### src/rtl/hsl_pkg.sv
// Shared types and constants for the HSL to RGB pixel converter.
`timescale 1ns / 1ps
`default_nettype none

package hsl_pkg;

	typedef struct packed {
		logic [6:0] hue_pct;
		logic [6:0] sat_pct;
		logic [6:0] light_pct;
	} hsl_t;

	typedef struct packed {
		logic [7:0] red_out;
		logic [7:0] green_out;
		logic [7:0] blue_out;
	} rgb_t;

	localparam logic [6:0] PCT_MAX = 7'd100;
	localparam int NUM_CH = 3;
	localparam int CH_RED = 0;
	localparam int CH_GREEN = 1;
	localparam int CH_BLUE = 2;

	localparam logic [8:0] HUE_THIRD = 9'd100;
	localparam logic [8:0] HUE_TWO_THIRDS = 9'd200;
	localparam logic [8:0] RAMP_RISE_END = 9'd50;
	localparam logic [8:0] RAMP_FLAT_END = 9'd150;
	localparam logic [8:0] RAMP_FALL_END = 9'd200;
	localparam logic [5:0] RAMP_DEN = 6'd50;

	// floor(y / 15625) == (y * RECIP_M) >> RECIP_SHIFT for y < 2^22
	localparam logic [22:0] RECIP_M = 23'd4398047;
	localparam int RECIP_SHIFT = 36;
	localparam int LEVEL_DIV_SHIFT = 5;

	function automatic logic [6:0] clamp_pct(input logic [6:0] v);
		return (v > PCT_MAX) ? PCT_MAX : v;
	endfunction

endpackage

`default_nettype wire

### src/rtl/hsl_to_rgb_converter_core.sv
// Five-stage pipelined HSL to RGB pixel converter.
`timescale 1ns / 1ps
`default_nettype none

// Converts one pixel per clock from hue, saturation and lightness in percent
// (values above 100 clamp to 100) to 8-bit red, green and blue, each the
// truncated 255 times its level. An item is taken whenever start is high;
// busy is always low. The result appears with done after it has passed
// one register stage each for the saturation product, the level terms and
// ramp factors, the ramp products, the scaled sum, and the reciprocal divide.
// done is high for one cycle per item; the receiver cannot stall the block.
module hsl_to_rgb_converter_core
	import hsl_pkg::*;
(
	input  wire logic clk,
	input  wire logic arst_n,
	input  wire logic start,
	input  wire hsl_t hsl,
	output logic      busy,
	output logic      done,
	output rgb_t      rgb
);

	logic accept;
	assign accept = start && !busy;
	assign busy = 1'b0;

	// stage 1: clamp, l*s, channel hues
	logic [6:0] h_c, s_c, l_c;
	logic [8:0] t_c;
	logic [8:0] hue_c [NUM_CH];

	assign h_c = clamp_pct(hsl.hue_pct);
	assign s_c = clamp_pct(hsl.sat_pct);
	assign l_c = clamp_pct(hsl.light_pct);
	assign t_c = 9'(h_c) * 9'd3;

	always_comb begin
		hue_c[CH_RED] = (t_c > HUE_TWO_THIRDS) ? t_c - HUE_TWO_THIRDS : t_c + HUE_THIRD;
		hue_c[CH_GREEN] = t_c;
		hue_c[CH_BLUE] = (t_c < HUE_THIRD) ? t_c + HUE_TWO_THIRDS : t_c - HUE_THIRD;
	end

	logic        vld_s1;
	logic [6:0]  l_s1, s_s1;
	logic        lo_s1;
	logic [13:0] ls_s1;
	logic [8:0]  hue_s1 [NUM_CH];

	always_ff @(posedge clk) begin
		l_s1 <= l_c;
		s_s1 <= s_c;
		lo_s1 <= (l_c < 7'd50);
		ls_s1 <= 14'(l_c) * 14'(s_c);
		for (int i = 0; i < NUM_CH; i++) begin
			hue_s1[i] <= hue_c[i];
		end
	end

	// stage 2: v1, d = v2 - v1, ramp factor per channel
	logic [13:0] l100, s100, v1_c, d_c;
	logic [5:0]  f_c [NUM_CH];
	logic [8:0]  fall_c [NUM_CH];

	assign l100 = 14'(l_s1) * 14'd100;
	assign s100 = 14'(s_s1) * 14'd100;

	always_comb begin
		if (lo_s1) begin
			v1_c = l100 - ls_s1;
			d_c = {ls_s1[12:0], 1'b0};
		end else begin
			v1_c = l100 - s100 + ls_s1;
			d_c = {s100[12:0], 1'b0} - {ls_s1[12:0], 1'b0};
		end
		for (int i = 0; i < NUM_CH; i++) begin
			fall_c[i] = RAMP_FALL_END - hue_s1[i];
			if (hue_s1[i] < RAMP_RISE_END) begin
				f_c[i] = hue_s1[i][5:0];
			end else if (hue_s1[i] < RAMP_FLAT_END) begin
				f_c[i] = RAMP_DEN;
			end else if (hue_s1[i] < RAMP_FALL_END) begin
				f_c[i] = fall_c[i][5:0];
			end else begin
				f_c[i] = '0;
			end
		end
	end

	logic        vld_s2;
	logic [13:0] v1_s2, d_s2;
	logic [5:0]  f_s2 [NUM_CH];

	always_ff @(posedge clk) begin
		v1_s2 <= v1_c;
		d_s2 <= d_c;
		for (int i = 0; i < NUM_CH; i++) begin
			f_s2[i] <= f_c[i];
		end
	end

	// stage 3: ramp products
	logic        vld_s3;
	logic [18:0] base_s3;
	logic [18:0] prod_s3 [NUM_CH];

	always_ff @(posedge clk) begin
		base_s3 <= 19'(v1_s2) * 19'(RAMP_DEN);
		for (int i = 0; i < NUM_CH; i++) begin
			prod_s3[i] <= 19'(d_s2) * 19'(f_s2[i]);
		end
	end

	// stage 4: numerator times 255
	logic [18:0] num_c [NUM_CH];
	logic        vld_s4;
	logic [26:0] x_s4 [NUM_CH];

	always_comb begin
		for (int i = 0; i < NUM_CH; i++) begin
			num_c[i] = base_s3 + prod_s3[i];
		end
	end

	always_ff @(posedge clk) begin
		for (int i = 0; i < NUM_CH; i++) begin
			x_s4[i] <= {num_c[i], 8'b0} - 27'(num_c[i]);
		end
	end

	// stage 5: divide by 500000 via shift and reciprocal
	logic [44:0] q_c [NUM_CH];
	logic        vld_s5;
	rgb_t        rgb_s5;

	always_comb begin
		for (int i = 0; i < NUM_CH; i++) begin
			q_c[i] = 45'(x_s4[i][26:LEVEL_DIV_SHIFT]) * 45'(RECIP_M);
		end
	end

	always_ff @(posedge clk) begin
		rgb_s5.red_out <= q_c[CH_RED][RECIP_SHIFT +: 8];
		rgb_s5.green_out <= q_c[CH_GREEN][RECIP_SHIFT +: 8];
		rgb_s5.blue_out <= q_c[CH_BLUE][RECIP_SHIFT +: 8];
	end

	always_ff @(posedge clk or negedge arst_n) begin
		if (!arst_n) begin
			vld_s1 <= 1'b0;
			vld_s2 <= 1'b0;
			vld_s3 <= 1'b0;
			vld_s4 <= 1'b0;
			vld_s5 <= 1'b0;
		end else begin
			vld_s1 <= accept;
			vld_s2 <= vld_s1;
			vld_s3 <= vld_s2;
			vld_s4 <= vld_s3;
			vld_s5 <= vld_s4;
		end
	end

	assign done = vld_s5;
	assign rgb = rgb_s5;

	a_latency: assert property (@(posedge clk) disable iff (!arst_n)
		accept |-> ##5 done)
		else $error("accepted item did not complete after five cycles");

	a_no_spurious: assert property (@(posedge clk) disable iff (!arst_n)
		done |-> $past(vld_s1, 4))
		else $error("done without an item accepted five cycles earlier");

	a_grey: assert property (@(posedge clk) disable iff (!arst_n)
		(accept && hsl.sat_pct == 7'd0) |-> ##5
		(rgb.red_out == rgb.green_out && rgb.green_out == rgb.blue_out))
		else $error("zero saturation gave unequal channels");

	a_black: assert property (@(posedge clk) disable iff (!arst_n)
		(accept && hsl.light_pct == 7'd0) |-> ##5
		(rgb.red_out == 8'd0 && rgb.green_out == 8'd0 && rgb.blue_out == 8'd0))
		else $error("zero lightness gave a nonzero channel");

endmodule

`default_nettype wire
### config.mk
export PLATFORM = sky130hd
export DESIGN_NAME = hsl_to_rgb_converter_core
export DESIGN_NICKNAME = d
export VERILOG_FILES = /design/src/rtl/hsl_pkg.sv /design/src/rtl/hsl_to_rgb_converter_core.sv
export SDC_FILE = /design/constraint.sdc
export NUM_CORES = 2
export LEC_CHECK = 0
export BUFFER_PORTS_ARGS = -buffer_cell sky130_fd_sc_hd__buf_2
export CORE_MARGIN = 4
export CORE_UTILIZATION = 45
export CTS_CLUSTER_SIZE = 14
export DETAILED_ROUTE_END_ITERATION = 12
export SKIP_CTS_REPAIR_TIMING = 1
export SLEW_MARGIN = 20
export SYNTH_ARGS = -nofsm -noshare
export SYNTH_HDL_FRONTEND = slang
export SYNTH_SLANG_ARGS = --single-unit
### constraint.sdc
create_clock -name clk -period 7.3 [get_ports clk]
set_input_delay 1.825 -clock clk [delete_from_list [all_inputs] [get_ports clk]]
set_output_delay 1.825 -clock clk [all_outputs]
set_load 0.005 [all_outputs]
# Word-level counts from Yosys, hierarchy flattened

Memories as Yosys holds them, arrays and structs flattened.
Cells that the tools add are included.

Order comparisons: 15
Add/subtract/negate cells: 17
Muxes and demuxes: 16
$mul: 11

Operators by type and width:

| cell                     | number |
|---|---|
| $mul A22 B23 Y44 const B | 3 |
| $sub A27 B19 Y27         | 3 |
| $add A19 B19 Y19         | 3 |
| $mul A14 B6 Y19          | 3 |
| $lt A9 B8 Y1 const B     | 6 |
| $mux W6                  | 9 |
| $sub A14 B14 Y14         | 3 |
| $mux W14                 | 2 |
| $lt A9 B6 Y1 const B     | 3 |
| $mul A7 B5 Y12 const B   | 2 |
| $gt A7 B7 Y1 const B     | 3 |
| $mux W7                  | 3 |
| $mul A14 B5 Y18 const B  | 1 |
| $mux W9                  | 2 |
| $sub A4 B6 Y6 const A    | 3 |
| $add A14 B14 Y14         | 1 |
| $mul A7 B7 Y14           | 1 |
| $add A9 B7 Y9 const B    | 1 |
| $add A9 B8 Y9 const B    | 1 |
| $gt A9 B8 Y1 const B     | 1 |
| $lt A9 B7 Y1 const B     | 1 |
| $mul A7 B2 Y9 const B    | 1 |
| $sub A9 B7 Y9 const B    | 1 |
| $sub A9 B8 Y9 const B    | 1 |
| $lt A7 B6 Y1 const B     | 1 |

Bits in writable memories: 183
Register bits: 104
Input port bits: 24
Memories kept: 4

Memories:

| memory  | depth | bits a word | read ports | clocked after memory_dff | write ports | line                             | text |
|---|---|---|---|---|---|---|---|
| x_s4    | 3     | 27          | 3          | 0                        | 3           | hsl_to_rgb_converter_core.sv:117 | `logic [26:0] x_s4 [NUM_CH];` |
| prod_s3 | 3     | 19          | 3          | 0                        | 3           | hsl_to_rgb_converter_core.sv:105 | `logic [18:0] prod_s3 [NUM_CH];` |
| hue_s1  | 3     | 9           | 3          | 0                        | 3           | hsl_to_rgb_converter_core.sv:48  | `logic [8:0] hue_s1 [NUM_CH];` |
| f_s2    | 3     | 6           | 3          | 0                        | 3           | hsl_to_rgb_converter_core.sv:92  | `logic [5:0] f_s2 [NUM_CH];` |

# Depth between registers and ports, before layout

Word-level depth: 5
Depth in mapped cells: 25

# Least setup slack after synthesis

Ideal clock, no wire load.

Path kind: register -> register
From: memory x_s4[2][24] (netlist: x_s4[0][78])
To: register rgb_s5 (netlist bit rgb[5])
Cell stages (with the launch flop): 22
Clock period less this slack: 6217 ps
Data arrival time: 6145 ps
Setup time: 72 ps
Setup slack: 1083 ps
Cell sequence: dfxtp_1 > fa_1 > inv_1 > fa_1 > inv_1 > fa_1 > fa_1 > fa_1 > fa_1 > inv_1 > fa_1 > inv_1 > ha_1 > a21o_1 > a21o_1 > a211o_1 > a211oi_1 > o211ai_1 > o21ai_0 > nand3_1 > a21oi_1 > xnor2_1

RTL lines:

| what        | line                             | text |
|---|---|---|
| from (decl) | hsl_to_rgb_converter_core.sv:117 |  |
| to (decl)   | hsl_to_rgb_converter_core.sv:134 | `rgb_t rgb_s5;` |

==> metrics.txt <==
status completed; Clk Latency, worst-skew pair 0.59 ns; drt wl/cell 16.2 um; share of layout cells above drive strength 1 3.40%; unrepaired setup endpoints after global routing no; vias in the first global route 33700; top cells by area, synth fa_1 30%, ha_1 25%, dfxtp_1 11%, inv_1 9.0%, xnor2_1 3.3%; number of antenna repair diodes 0; EDFF count, synth 0; skew final 0.0322 ns; Post-Synth Adder-Cell Area 55.5%; share of the synthesized area in the top cell type 30.3%; Max Clk Rate 148 MHz; main combinational cell family by area after synthesis adder cells; Clock Path Buffers 3; Final Setup Violations 0; Yosys top cell by area fa_1; Routability Congestion 0.907; Final HPWL DP 91.1 mm; Syn Inst Count 4965; Worst-Margin Slew 0.992 ns; Post-Layout Cell Count 6386; Synth Area in XOR/XNOR 4.81%; Slew Limit Fails 0; Area growth syn-to-layout 6.34%; Max-cap violations 0; drc violations 0; Starting Density 45.5%; syn nets 6653; initial antenna violation count 0; H-tree depth 2; maximum fanout along the worst path 6; DR pass1 iterations 5; final hold violations 0; Post-synth top flop dfxtp_1; top cells by count, synth 1127 x inv_1, 949 x ha_1, 715 x fa_1, 324 x nand2_1, 258 x dfxtp_1; die height 332 um; vias 32200; Core ar. 0.104 mm^2; Post-DRT Antenna Nets 0; Syn Area/Cell 9.50 um^2; Net count, final 6668; critical path class reg -> reg; simple-gate share of the synthesized area 8.56%; DR vias/cell 5.04; total CTS buffers 36; Critical Path RT 7.74 ns; Final min period 6.77 ns; placed insts 6322; min-delay worst type reg -> reg; clock root buffer clkbuf_16; Worst-path clk slew 0.05 ns; CTS tree yes; Site Rows 118; post-synthesis register bit count 263; initial drt markers 1385; Die ar. 0.110 mm^2; Final Cycle Share 92.8%; Seq/Total Area, Yosys 11.2%; grt ovf 0; cell with the most instances after synthesis inv_1; Die Width 332 um; TNS Setup 0 ns; pin count of the biggest net entering global routing 46; # port buffers 48; Ports 50; Final Util 48.3%; Yosys warnings 0; post-synthesis compound-gate area fraction 10.1%; routed wire length 104 mm; mux cell area share after synthesis 0.196%; Total GRT Usage 19.5%; mapped cell area 0.0472 mm^2; CP endpoint kind flop; asr flop ratio synth 1.90%; Slew HR 33.7%; Critical Path AT 7.22 ns; CP startpoint kind flop; Yosys cell types 92; first-pass GRT wire length 176 mm; CTS sink cnt 263
sequential cells by signal (all words and copies together) (netlist names), 7 cells and up:
register and cells:
base_s3 18, d_s2 12, f_s2 18, hue_s1 23
l_s1 7, ls_s1 14, prod_s3 54, rgb 24
s_s1 7, v1_s2 14, x_s4 66
cells in the final DEF (no fill, tap or decap), types with 7 or more instances in the layout:
| cell type | count |
|---|---|
| a211o_1 | 11 |
| a211oi_1 | 25 |
| a21boi_0 | 8 |
| a21o_1 | 120 |
| a21oi_1 | 218 |
| a31o_2 | 8 |
| a31oi_1 | 16 |
| and2_1 | 95 |
| and3_1 | 26 |
| buf_2 | 48 |
| clkbuf_16 | 36 |
| clkinvlp_4 | 7 |
| dfxtp_1 | 258 |
| fa_1 | 715 |
| ha_1 | 949 |
| inv_1 | 1127 |
| mux2i_1 | 7 |
| nand2_1 | 324 |
| nand2b_1 | 20 |
| nand3_1 | 52 |
| nand4_1 | 27 |
| nor2_1 | 149 |
| nor2b_1 | 28 |
| nor3_1 | 52 |
| nor3b_1 | 8 |
| o211ai_1 | 11 |
| o21a_1 | 32 |
| o21ai_0 | 127 |
| o21bai_1 | 38 |
| o31ai_1 | 17 |
| or2_2 | 21 |
| or3_1 | 22 |
| xnor2_1 | 177 |
| xor2_1 | 82 |
area by class of cell:
class	count	area, um^2
inverters	1128	4230
clock inverters	24	340
repair buffers	54	285
fillers	9762	53600
flip-flops and latches	263	5290
multi-input cells	3497	37400
clock buffers	40	936
well taps	1380	1730
worst paths after layout:
kind / cells past startpoint / start / slack, ns / to
hold reg to reg: 0 / vld_s3$_DFF_PN0_ / 0.35 / vld_s4$_DFF_PN0_
setup / recovery: 23 / x_s4[0][9]$_DFF_P_ / 0.53 / rgb[22]$_DFF_P_
max in group asynchronous: 1 / arst_n / 6.14 / done$_DFF_PN0_
setup reg to reg: 23 / x_s4[0][9]$_DFF_P_ / 0.53 / rgb[22]$_DFF_P_
hold / removal: 0 / vld_s3$_DFF_PN0_ / 0.35 / vld_s4$_DFF_PN0_
min in group asynchronous: 1 / arst_n / 1.04 / vld_s2$_DFF_PN0_
metal layers:
layer / part of all wire, % / vias up / GRT usage [%] / routed length [um]
met5: 0 / - / 0 / 0
met1: 49 / 15600 / 28.1 / 51300
met3: 3.6 / 94 / 2.11 / 3760
met2: 45 / 488 / 31.9 / 46900
li1: - / 16000 / - / -
met4: 1.7 / 0 / 3.70 / 1720
cells by family after synthesis:
family          count (synthesis)
xor+xnor                      259
compound gates                718
fa+ha+maj                    1664
mux                             9
simple gates                  846
buf+inv                      1205
flops                         263
other cells                     1
worst max-delay path: stages, from the launching register on:
cell,delay (ns)
dfxtp_1,0.40
fa_1,0.71
inv_1,0.12
fa_1,0.47
fa_1,0.55
inv_1,0.05
fa_1,0.50
inv_1,0.06
fa_1,0.53
inv_1,0.05
fa_1,0.47
inv_1,0.05
fa_1,0.47
inv_1,0.04
ha_1,0.28
a21oi_1,0.12
o21ai_0,0.12
a22oi_1,0.17
o31ai_1,0.14
a211oi_1,0.48
a21oi_1,0.22
a41oi_1,0.34
a21boi_0,0.15
xor2_1,0.16
through the flow:
stage	worst slack (ns)	hold WS (ns)	area (um^2)
finish	0.527	0.349	50200
floorplan	1.08	0.331	47200
detailed placement	0.442	0.338	48900
CTS	0.413	0.351	50200
global placement	0.504	0.335	48900
global route	0.129	0.356	50200
Power is left out: the tool's default activity adds up to more than one toggle a clock period on the data nets, which glitch-free logic cannot reach.
